[src/rtl/qbrc_pkg.sv]
package qbrc_pkg;

  // escape and saturation codes
  localparam logic [7:0] ESC_BASE     = 8'hfe;
  localparam logic [7:0] ESC_EXT1     = 8'hfa;
  localparam logic [7:0] BASE_ONES    = 8'hff;
  localparam logic [7:0] E2_HI_FIRST  = 8'ha2;
  localparam logic [7:0] E2_HI_LAST   = 8'hf6;
  localparam logic [7:0] E2_MID_FIRST = 8'h3e;
  localparam logic [7:0] E2_MID_LAST  = 8'ha1;
  localparam logic [7:0] E1_HI_FIRST  = 8'hbb;
  localparam logic [7:0] E1_HI_LAST   = 8'hf9;
  localparam logic [7:0] E1_MID_FIRST = 8'h4b;
  localparam logic [7:0] E1_MID_LAST  = 8'hba;
  localparam logic [7:0] BASE_HI_BIT  = 8'h80;
  localparam logic [7:0] BASE_MID_BIT = 8'h40;

  localparam logic [31:0] KBPS_ONES   = 32'hffff_ffff;
  localparam logic [31:0] KBPS_E1_DEF = 32'd8640;

  // encode segment thresholds
  localparam logic [31:0] RATE_MAX    = 32'd10000000;
  localparam logic [31:0] THR_E2_HI   = 32'd1600000;
  localparam logic [31:0] THR_E2_MID  = 32'd510000;
  localparam logic [31:0] THR_E2_LO   = 32'd260000;
  localparam logic [31:0] THR_E1_HI   = 32'd130000;
  localparam logic [31:0] THR_E1_MID  = 32'd17000;
  localparam logic [31:0] THR_E1_LO   = 32'd8700;
  localparam logic [31:0] THR_B_HI    = 32'd576;
  localparam logic [31:0] THR_B_MID   = 32'd64;

  // segment start values (decode base, encode offset origin)
  localparam logic [23:0] START_E2_HI  = 24'd1500000;
  localparam logic [23:0] START_E2_MID = 24'd500000;
  localparam logic [23:0] START_E2_LO  = 24'd256000;
  localparam logic [23:0] START_E1_HI  = 24'd128000;
  localparam logic [23:0] START_E1_MID = 24'd16000;
  localparam logic [23:0] START_E1_LO  = 24'd8600;
  localparam logic [23:0] START_B_HI   = 24'd576;
  localparam logic [23:0] START_B_MID  = 24'd64;
  localparam logic [23:0] START_B_LO   = 24'd0;

  localparam logic [23:0] OFF_SAT = 24'(RATE_MAX) - START_E2_HI;

  localparam logic [16:0] STEP_E2_HI  = 17'd100000;
  localparam logic [16:0] STEP_E2_MID = 17'd10000;
  localparam logic [16:0] STEP_E2_LO  = 17'd4000;
  localparam logic [16:0] STEP_E1_HI  = 17'd2000;
  localparam logic [16:0] STEP_E1_MID = 17'd1000;
  localparam logic [16:0] STEP_E1_LO  = 17'd100;
  localparam logic [16:0] STEP_B_HI   = 17'd64;
  localparam logic [16:0] STEP_B_MID  = 17'd8;
  localparam logic [16:0] STEP_B_LO   = 17'd1;

  // reciprocals floor(2^RCP_SHIFT / step); quotient comes out low by at most one
  localparam int unsigned RCP_SHIFT = 24;
  localparam int unsigned Q_W = 8;
  localparam logic [24:0] RCP_E2_HI  = 25'((64'd1 << RCP_SHIFT) / 64'(STEP_E2_HI));
  localparam logic [24:0] RCP_E2_MID = 25'((64'd1 << RCP_SHIFT) / 64'(STEP_E2_MID));
  localparam logic [24:0] RCP_E2_LO  = 25'((64'd1 << RCP_SHIFT) / 64'(STEP_E2_LO));
  localparam logic [24:0] RCP_E1_HI  = 25'((64'd1 << RCP_SHIFT) / 64'(STEP_E1_HI));
  localparam logic [24:0] RCP_E1_MID = 25'((64'd1 << RCP_SHIFT) / 64'(STEP_E1_MID));
  localparam logic [24:0] RCP_E1_LO  = 25'((64'd1 << RCP_SHIFT) / 64'(STEP_E1_LO));
  localparam logic [24:0] RCP_B_HI   = 25'((64'd1 << RCP_SHIFT) / 64'(STEP_B_HI));
  localparam logic [24:0] RCP_B_MID  = 25'((64'd1 << RCP_SHIFT) / 64'(STEP_B_MID));
  localparam logic [24:0] RCP_B_LO   = 25'((64'd1 << RCP_SHIFT) / 64'(STEP_B_LO));

  localparam int unsigned QDEPTH = 4;
  localparam int unsigned QAW = $clog2(QDEPTH);

  typedef enum logic {
    OP_DEC = 1'b0,
    OP_ENC = 1'b1
  } op_t;

  typedef enum logic [3:0] {
    SEG_E2_HI,
    SEG_E2_MID,
    SEG_E2_LO,
    SEG_E1_HI,
    SEG_E1_MID,
    SEG_E1_LO,
    SEG_B_HI,
    SEG_B_MID,
    SEG_B_LO
  } seg_t;

  typedef enum logic [1:0] {
    SP_NONE,
    SP_ONES,
    SP_E1_DEF,
    SP_ZERO
  } spec_t;

  // val: encode offset from segment start, or decode index in [7:0]
  typedef struct packed {
    op_t         op;
    seg_t        seg;
    spec_t       spec;
    logic [23:0] val;
  } item_t;

  typedef struct packed {
    logic [31:0] decoded_kbps;
    logic [7:0]  base_out;
    logic [7:0]  ext1_out;
    logic [7:0]  ext2_out;
    logic [1:0]  ext_level;
  } res_t;

  function automatic logic [23:0] seg_start(seg_t s);
    logic [23:0] v;
    case (s)
      SEG_E2_HI:  v = START_E2_HI;
      SEG_E2_MID: v = START_E2_MID;
      SEG_E2_LO:  v = START_E2_LO;
      SEG_E1_HI:  v = START_E1_HI;
      SEG_E1_MID: v = START_E1_MID;
      SEG_E1_LO:  v = START_E1_LO;
      SEG_B_HI:   v = START_B_HI;
      SEG_B_MID:  v = START_B_MID;
      default:    v = START_B_LO;
    endcase
    return v;
  endfunction

  function automatic logic [16:0] seg_step(seg_t s);
    logic [16:0] v;
    case (s)
      SEG_E2_HI:  v = STEP_E2_HI;
      SEG_E2_MID: v = STEP_E2_MID;
      SEG_E2_LO:  v = STEP_E2_LO;
      SEG_E1_HI:  v = STEP_E1_HI;
      SEG_E1_MID: v = STEP_E1_MID;
      SEG_E1_LO:  v = STEP_E1_LO;
      SEG_B_HI:   v = STEP_B_HI;
      SEG_B_MID:  v = STEP_B_MID;
      default:    v = STEP_B_LO;
    endcase
    return v;
  endfunction

  function automatic logic [24:0] seg_recip(seg_t s);
    logic [24:0] v;
    case (s)
      SEG_E2_HI:  v = RCP_E2_HI;
      SEG_E2_MID: v = RCP_E2_MID;
      SEG_E2_LO:  v = RCP_E2_LO;
      SEG_E1_HI:  v = RCP_E1_HI;
      SEG_E1_MID: v = RCP_E1_MID;
      SEG_E1_LO:  v = RCP_E1_LO;
      SEG_B_HI:   v = RCP_B_HI;
      SEG_B_MID:  v = RCP_B_MID;
      default:    v = RCP_B_LO;
    endcase
    return v;
  endfunction

  // code that a segment's start value maps to; the code is this plus the index
  function automatic logic [7:0] seg_code(seg_t s);
    logic [7:0] v;
    case (s)
      SEG_E2_HI:  v = 8'ha1;
      SEG_E2_MID: v = 8'h3d;
      SEG_E1_HI:  v = 8'hba;
      SEG_E1_MID: v = 8'h4a;
      SEG_B_HI:   v = BASE_HI_BIT;
      SEG_B_MID:  v = BASE_MID_BIT;
      default:    v = 8'h00;
    endcase
    return v;
  endfunction

  // highest code a segment can encode to, where a gap rate saturates
  function automatic logic [7:0] seg_cap(seg_t s);
    logic [7:0] v;
    case (s)
      SEG_E2_HI:  v = E2_HI_LAST;
      SEG_E2_MID: v = E2_MID_LAST;
      SEG_E2_LO:  v = 8'h3d;
      SEG_E1_HI:  v = ESC_EXT1;
      SEG_E1_MID: v = E1_MID_LAST;
      SEG_E1_LO:  v = 8'h4a;
      SEG_B_HI:   v = ESC_BASE;
      default:    v = 8'hff;
    endcase
    return v;
  endfunction

  function automatic logic [1:0] seg_lvl(seg_t s);
    logic [1:0] v;
    case (s)
      SEG_E2_HI, SEG_E2_MID, SEG_E2_LO: v = 2'd2;
      SEG_E1_HI, SEG_E1_MID, SEG_E1_LO: v = 2'd1;
      default:                          v = 2'd0;
    endcase
    return v;
  endfunction

endpackage

[src/rtl/qbrc_front.sv]
module qbrc_front import qbrc_pkg::*; (
  input  logic        action,
  input  logic [31:0] rate_kbps,
  input  logic [7:0]  base_octet,
  input  logic [7:0]  ext1_octet,
  input  logic        ext1_present,
  input  logic [7:0]  ext2_octet,
  input  logic        ext2_present,
  output item_t       item
);

  seg_t        enc_seg;
  seg_t        dec_seg;
  spec_t       enc_spec;
  spec_t       dec_spec;
  logic [7:0]  dec_code;
  logic [7:0]  dec_idx;
  logic [31:0] enc_diff;
  logic        enc_sat;

  // encode: pick the segment by thresholds, offset from its start
  always_comb begin
    enc_spec = SP_NONE;
    enc_sat  = 1'b0;
    if (rate_kbps > RATE_MAX) begin
      enc_seg = SEG_E2_HI;
      enc_sat = 1'b1;
    end else if (rate_kbps >= THR_E2_HI) begin
      enc_seg = SEG_E2_HI;
    end else if (rate_kbps >= THR_E2_MID) begin
      enc_seg = SEG_E2_MID;
    end else if (rate_kbps >= THR_E2_LO) begin
      enc_seg = SEG_E2_LO;
    end else if (rate_kbps >= THR_E1_HI) begin
      enc_seg = SEG_E1_HI;
    end else if (rate_kbps >= THR_E1_MID) begin
      enc_seg = SEG_E1_MID;
    end else if (rate_kbps >= THR_E1_LO) begin
      enc_seg = SEG_E1_LO;
    end else if (rate_kbps >= THR_B_HI) begin
      enc_seg = SEG_B_HI;
    end else if (rate_kbps >= THR_B_MID) begin
      enc_seg = SEG_B_MID;
    end else begin
      enc_seg = SEG_B_LO;
      if (rate_kbps == 32'd0) begin
        enc_spec = SP_ZERO;
      end
    end
  end

  assign enc_diff = rate_kbps - {8'd0, seg_start(enc_seg)};

  // decode: pick the segment from the octets
  always_comb begin
    dec_spec = SP_NONE;
    dec_seg  = SEG_B_LO;
    dec_code = base_octet;
    if (base_octet == BASE_ONES) begin
      dec_spec = SP_ONES;
    end else if (base_octet == ESC_BASE) begin
      if (!ext1_present || ext1_octet == 8'd0) begin
        dec_spec = SP_E1_DEF;
      end else if (ext1_octet == ESC_EXT1) begin
        // absent extended-2 reads as the 256000-kbps segment start
        dec_code = ext2_present ? ext2_octet : 8'd0;
        if (dec_code >= E2_HI_FIRST && dec_code <= E2_HI_LAST) begin
          dec_seg = SEG_E2_HI;
        end else if (dec_code >= E2_MID_FIRST && dec_code <= E2_MID_LAST) begin
          dec_seg = SEG_E2_MID;
        end else begin
          dec_seg = SEG_E2_LO;
        end
      end else begin
        dec_code = ext1_octet;
        if (ext1_octet >= E1_HI_FIRST && ext1_octet <= E1_HI_LAST) begin
          dec_seg = SEG_E1_HI;
        end else if (ext1_octet >= E1_MID_FIRST && ext1_octet <= E1_MID_LAST) begin
          dec_seg = SEG_E1_MID;
        end else begin
          dec_seg = SEG_E1_LO;
        end
      end
    end else if ((base_octet & BASE_HI_BIT) != 8'd0) begin
      dec_seg = SEG_B_HI;
    end else if ((base_octet & BASE_MID_BIT) != 8'd0) begin
      dec_seg = SEG_B_MID;
    end
  end

  assign dec_idx = dec_code - seg_code(dec_seg);

  always_comb begin
    if (action) begin
      item.op   = OP_ENC;
      item.seg  = enc_seg;
      item.spec = enc_spec;
      item.val  = enc_sat ? OFF_SAT : enc_diff[23:0];
    end else begin
      item.op   = OP_DEC;
      item.seg  = dec_seg;
      item.spec = dec_spec;
      item.val  = {16'd0, dec_idx};
    end
  end

endmodule

[src/rtl/qbrc_queue.sv]
module qbrc_queue import qbrc_pkg::*; (
  input  logic  clk,
  input  logic  rst_n,
  input  logic  push,
  input  item_t wr_item,
  output logic  full,
  input  logic  pop,
  output item_t rd_item,
  output logic  empty
);

  item_t            mem_r [QDEPTH];
  logic [QAW-1:0]   wr_ptr_r;
  logic [QAW-1:0]   rd_ptr_r;
  logic [QAW:0]     count_r;
  logic             do_push;
  logic             do_pop;

  assign full    = (count_r == (QAW+1)'(QDEPTH));
  assign empty   = (count_r == '0);
  assign do_push = push && !full;
  assign do_pop  = pop && !empty;
  assign rd_item = mem_r[rd_ptr_r];

  always_ff @(posedge clk) begin
    if (!rst_n) begin
      wr_ptr_r <= '0;
      rd_ptr_r <= '0;
      count_r  <= '0;
    end else begin
      if (do_push) begin
        wr_ptr_r <= wr_ptr_r + 1'b1;
      end
      if (do_pop) begin
        rd_ptr_r <= rd_ptr_r + 1'b1;
      end
      if (do_push && !do_pop) begin
        count_r <= count_r + 1'b1;
      end else if (do_pop && !do_push) begin
        count_r <= count_r - 1'b1;
      end
    end
  end

  always_ff @(posedge clk) begin
    if (do_push) begin
      mem_r[wr_ptr_r] <= wr_item;
    end
  end

endmodule

[src/rtl/qbrc_back.sv]
module qbrc_back import qbrc_pkg::*; (
  input  logic  clk,
  input  logic  rst_n,
  input  logic  item_valid,
  input  item_t item,
  output logic  item_pop,
  output logic  res_valid,
  output res_t  res,
  input  logic  res_pop
);

  logic            en;
  logic            v1_r;
  logic            v2_r;
  logic            v3_r;
  item_t           it1_r;
  item_t           it2_r;
  logic [Q_W-1:0]  q0_1_r;
  logic [Q_W-1:0]  q0_2_r;
  logic [23:0]     prod2_r;
  res_t            res_r;
  res_t            res_nxt;
  logic [48:0]     prod1;
  logic [7:0]      mul_a;
  logic [24:0]     prod2_full;
  logic [23:0]     rem;
  logic [Q_W-1:0]  q;
  logic [8:0]      code_sum;
  logic [7:0]      code;
  logic [7:0]      cap_v;
  logic [23:0]     dec_sum;

  // whole pipe moves together, stalls only when the output register is held
  assign en        = !v3_r || res_pop;
  assign item_pop  = en && item_valid;
  assign res_valid = v3_r;
  assign res       = res_r;

  // stage 1: quotient estimate by reciprocal
  assign prod1 = item.val * seg_recip(item.seg);

  // stage 2: quotient times step (encode) or index times step (decode)
  assign mul_a      = (it1_r.op == OP_DEC) ? it1_r.val[7:0] : q0_1_r;
  assign prod2_full = mul_a * seg_step(it1_r.seg);

  // stage 3: correct the estimate, saturate, place the octets; decode adds the segment start
  assign rem      = it2_r.val - prod2_r;
  assign q        = q0_2_r + Q_W'(rem >= 24'(seg_step(it2_r.seg)));
  assign code_sum = {1'b0, seg_code(it2_r.seg)} + {1'b0, q};
  assign cap_v    = seg_cap(it2_r.seg);
  assign code     = (code_sum > {1'b0, cap_v}) ? cap_v : code_sum[7:0];
  assign dec_sum  = seg_start(it2_r.seg) + prod2_r;

  always_comb begin
    res_nxt = '0;
    if (it2_r.op == OP_DEC) begin
      case (it2_r.spec)
        SP_ONES:   res_nxt.decoded_kbps = KBPS_ONES;
        SP_E1_DEF: res_nxt.decoded_kbps = KBPS_E1_DEF;
        default:   res_nxt.decoded_kbps = {8'd0, dec_sum};
      endcase
    end else if (it2_r.spec == SP_ZERO) begin
      res_nxt.base_out = BASE_ONES;
    end else begin
      res_nxt.ext_level = seg_lvl(it2_r.seg);
      case (seg_lvl(it2_r.seg))
        2'd2: begin
          res_nxt.base_out = ESC_BASE;
          res_nxt.ext1_out = ESC_EXT1;
          res_nxt.ext2_out = code;
        end
        2'd1: begin
          res_nxt.base_out = ESC_BASE;
          res_nxt.ext1_out = code;
        end
        default: begin
          res_nxt.base_out = code;
        end
      endcase
    end
  end

  always_ff @(posedge clk) begin
    if (!rst_n) begin
      v1_r <= 1'b0;
      v2_r <= 1'b0;
      v3_r <= 1'b0;
    end else if (en) begin
      v1_r <= item_valid;
      v2_r <= v1_r;
      v3_r <= v2_r;
    end
  end

  always_ff @(posedge clk) begin
    if (en) begin
      it1_r   <= item;
      q0_1_r  <= prod1[RCP_SHIFT +: Q_W];
      it2_r   <= it1_r;
      q0_2_r  <= q0_1_r;
      prod2_r <= prod2_full[23:0];
      res_r   <= res_nxt;
    end
  end

endmodule

[src/rtl/qos_bit_rate_codec_unit.sv]
// path: a beat goes from the queue through the it1, it2 and result registers
// one beat per cycle unless a held result stalls; 3 back stages, two multipliers
// a 4-entry queue between classifier and back pipeline absorbs result stalls
// reset: synchronous active-low rst_n empties the queue and the pipeline;
// after reset out_empty is high and in_full is low
module qos_bit_rate_codec_unit import qbrc_pkg::*; (
  input  logic        clk,
  input  logic        rst_n,
  input  logic        in_push,
  output logic        in_full,
  input  logic        in_action,
  input  logic [31:0] in_rate_kbps,
  input  logic [7:0]  in_base_octet,
  input  logic [7:0]  in_ext1_octet,
  input  logic        in_ext1_present,
  input  logic [7:0]  in_ext2_octet,
  input  logic        in_ext2_present,
  output logic        out_empty,
  input  logic        out_pop,
  output logic [31:0] out_decoded_kbps,
  output logic [7:0]  out_base_out,
  output logic [7:0]  out_ext1_out,
  output logic [7:0]  out_ext2_out,
  output logic [1:0]  out_ext_level
);

  item_t front_item;
  item_t q_item;
  logic  q_empty;
  logic  q_pop;
  logic  res_valid;
  res_t  res;

  qbrc_front u_front (
    .action       (in_action),
    .rate_kbps    (in_rate_kbps),
    .base_octet   (in_base_octet),
    .ext1_octet   (in_ext1_octet),
    .ext1_present (in_ext1_present),
    .ext2_octet   (in_ext2_octet),
    .ext2_present (in_ext2_present),
    .item         (front_item)
  );

  qbrc_queue u_queue (
    .clk     (clk),
    .rst_n   (rst_n),
    .push    (in_push),
    .wr_item (front_item),
    .full    (in_full),
    .pop     (q_pop),
    .rd_item (q_item),
    .empty   (q_empty)
  );

  qbrc_back u_back (
    .clk        (clk),
    .rst_n      (rst_n),
    .item_valid (!q_empty),
    .item       (q_item),
    .item_pop   (q_pop),
    .res_valid  (res_valid),
    .res        (res),
    .res_pop    (out_pop)
  );

  assign out_empty        = !res_valid;
  assign out_decoded_kbps = res.decoded_kbps;
  assign out_base_out     = res.base_out;
  assign out_ext1_out     = res.ext1_out;
  assign out_ext2_out     = res.ext2_out;
  assign out_ext_level    = res.ext_level;

endmodule

[config.mk]
export PLATFORM = sky130hd
export DESIGN_NAME = qos_bit_rate_codec_unit
export DESIGN_NICKNAME = d
export VERILOG_FILES = /design/src/rtl/qbrc_pkg.sv /design/src/rtl/qbrc_front.sv /design/src/rtl/qbrc_queue.sv /design/src/rtl/qbrc_back.sv /design/src/rtl/qos_bit_rate_codec_unit.sv
export SDC_FILE = /design/constraint.sdc
export NUM_CORES = 2
export LEC_CHECK = 0
export BUFFER_PORTS_ARGS = -buffer_cell sky130_fd_sc_hd__buf_2
export CAP_MARGIN = 20
export CORE_UTILIZATION = 55
export CTS_BUF_LIST = sky130_fd_sc_hd__clkbuf_8
export CTS_CLUSTER_SIZE = 14
export DETAILED_ROUTE_END_ITERATION = 12
export PLACE_DENSITY_LB_ADDON = 0.12
export SYNTH_ARGS = -nofsm -noshare
export SYNTH_HDL_FRONTEND = slang
export SYNTH_SLANG_ARGS = --single-unit
export TNS_END_PERCENT = 100
[constraint.sdc]
create_clock -name clk -period 8.5 [get_ports clk]
set_input_delay 1.275 -clock clk [delete_from_list [all_inputs] [get_ports clk]]
set_output_delay 1.275 -clock clk [all_outputs]
set_load 0.02 [all_outputs]
==> impl_metrics.tcl <==
set metrics [dict create \
    nets 4062 \
    worstHoldStart "u_back.it1_r[16]" \
    grt_pass1_wl_um 136000 \
    holdPathEnd "u_back.it2_r[16]" \
    ys_ff_latch 325 \
    rows 87 \
    place_ws_ps 110 \
    path_common_cell "fa_1" \
    wl_per_cell_um 21.0 \
    io_buffers 122 \
    drt_pre_antenna_iters 6 \
    synth_flop_cell "edfxtp_1" \
    rr_worst_depth 28 \
    die_h_um 243 \
    clkLatencyLatePin_ps 710 \
    hold_class "flop to flop" \
    fin_tns_setup_ps 0 \
    path_clk_slew_ps 60 \
    slowest_stage "fa_1" \
    cts_buffers 58 \
    netlist_top_cells_area "edfxtp_1, fa_1, ha_1" \
    tightestPinTransition_ps 1080 \
    ant_nets 0 \
    cts_tree "built" \
    antenna_cells 0 \
    synth_seq_area_share_pct 29.1 \
    netlist_area_mm2 0.0319 \
    core_area_mm2 0.0568 \
    cpPeakStageDelay_ps 530 \
    yosysWarnings 0 \
    cp-start-kind "flop" \
    fin_crit_ps 8060 \
    syn_nets 3888 \
    synthTopCellsByCount "inv_1, fa_1, nand2_1, ha_1, edfxtp_1" \
    vias_per_cell 5.67 \
    synth_most_common_cell "inv_1" \
    cts-root-buf "clkbuf_8" \
    yosysTopAreaCellShare_pct 26.1 \
    cp_max_fo 20 \
    cts_htree_levels 2 \
    setup_violations 0 \
    dieWidth_um 243 \
    worstSetupPathType "flop to flop" \
    area_growth_pct 10.1 \
    worstReg2RegEnd "u_back.q0_1_r[7]" \
    gp_congestion 1.04 \
    synth_edf_count 277 \
    ys_types 80 \
    grt_antenna_before_repair 2 \
    netlist_instances 3138 \
    overflow 0 \
    syn_area_per_cell_um2 10.2 \
    maxCapViolations 0 \
    die-area_mm2 0.0590 \
    drive_gt1_share_pct 11.1 \
    maxSlewHeadroom_pct 28.0 \
    fillCellCount 4833 \
    post-route-period-util_pct 94.8 \
    final_max_slew_viol_count 0 \
    max_freq_mhz 124 \
    holdWs_ps 417 \
    hold_viol 0 \
    clk_path_buf_depth 3 \
    dp_hpwl_um 71100 \
    finalClockSkew_ps 81.2 \
    holdPathStages 0 \
    io_pins 123 \
    outcome "finished clean" \
    setup_slack_ps 440 \
    cts_hold_buf 0 \
    crit_required_ps 8930 \
    grt_max_degree 77 \
    cts.sinks 325 \
    cp.arrival_ps 8490 \
    endpoint_kind "flop" \
    vias 23300 \
    synthArstFlopShare_pct 0 \
    r2r_setup_slack_ps 440 \
    drt-initial-drc-count 1526 \
    drc 0 \
    wirelength_um 86600 \
    grt_pass1_vias 24600 \
    grtUsageTotal_pct 30.0 \
    yosysTopAreaCell "edfxtp_1" \
    start_util_pct 56.1 \
]
-- cell usage in the layout (no fill, tap or decap), types with 13 or more instances in the layout --
| cell | n |
|---|---|
| o21ai_1 | 23 |
| clkinv_1 | 14 |
| buf_4 | 86 |
| a21boi_0 | 18 |
| o21ai_0 | 105 |
| xnor2_1 | 78 |
| inv_1 | 551 |
| a21o_1 | 24 |
| ha_1 | 296 |
| buf_2 | 122 |
| nor3_1 | 44 |
| xor2_1 | 35 |
| fa_1 | 391 |
| mux2i_1 | 29 |
| edfxtp_1 | 277 |
| mux2_2 | 18 |
| dfxtp_1 | 46 |
| and2_1 | 52 |
| or3_1 | 13 |
| nand2b_1 | 39 |
| nand3_1 | 50 |
| a21oi_1 | 88 |
| mux4_2 | 18 |
| nor2b_1 | 45 |
| o21a_1 | 29 |
| nor2_1 | 260 |
| a31oi_1 | 16 |
| and3_1 | 38 |
| clkbuf_8 | 62 |
| nand2_1 | 298 |
-- critical path, delay by kind of cell (launching register included) --
| family | cells | cell delay [ps] |
|---|---|---|
| DFF | 1 | 490 |
| muxes | 2 | 470 |
| xor gates and xnor gates | 1 | 90 |
| adders and majority gates | 8 | 3850 |
| and+or+nand+nor | 5 | 790 |
| AOI/OAI and AO/OA | 5 | 1330 |
| buffers and inverters | 7 | 840 |
-- per-stage QoR --
stage | cell area (um2) | instances | util [%]
2_1_floorplan | 31900 | 3138 | -
4_1_cts | 35000 | 4115 | 61.7
6_report | 35100 | 4118 | 61.8
3_5_place_dp | 33800 | 4005 | 59.4
5_1_grt | 35100 | 4118 | 61.8
3_3_place_gp | 33800 | 4005 | 59.4
-- worst max-delay path by stage --
stage | startpoint | end | slack [ps]
after floorplan | flop | u_back.q0_1_r[6] | 250
after global placement | u_back.it2_r[0] | u_back.res[25] | 350
after detailed placement | u_back.it2_r[0] | u_back.res[25] | 110
after CTS | u_back.it2_r[0] | u_back.res[25] | 60
after global routing | u_back.it2_r[0] | u_back.res[18] | -10
final | flop | u_back.q0_1_r[7] | 440
-- area by class of cell --
class	instances	area [um2]	area share [%]
clock buffers	62	853	2.43
multi-input cells	2172	20200	57.6
well taps	756	946	2.69
repair buffers	211	1320	3.75
flip-flops and latches	325	9280	26.4
inverters	544	2050	5.83
clock inverters	48	427	1.22
-- timing repair --
action	in CTS	in global routing
hold endpoints to repair	0	0
gates resized for setup	0	23
setup endpoints to repair	0	28
setup buffers	0	1
-- layer usage --
layer / wire length (um) / track usage, % / part of all wire (%)
met5: 0 / 0 / 0
met4: 4570 / 14.3 / 5.3
met3: 4920 / 3.60 / 5.7
met1: 33700 / 36.6 / 39
met2: 43400 / 53.0 / 50
-- logic make-up after synthesis --
group | after synthesis | share of synthesized area, %
buf+inv | 642 | 7.68
flops | 325 | 29.1
simple gates | 904 | 13.1
mux | 67 | 2.88
xor+xnor | 114 | 3.17
fa+ha+maj | 688 | 36.2
compound gates | 398 | 7.89
Power is not shown: default switching activity piles up to over one toggle a cycle in this logic, so the estimate is an artifact.
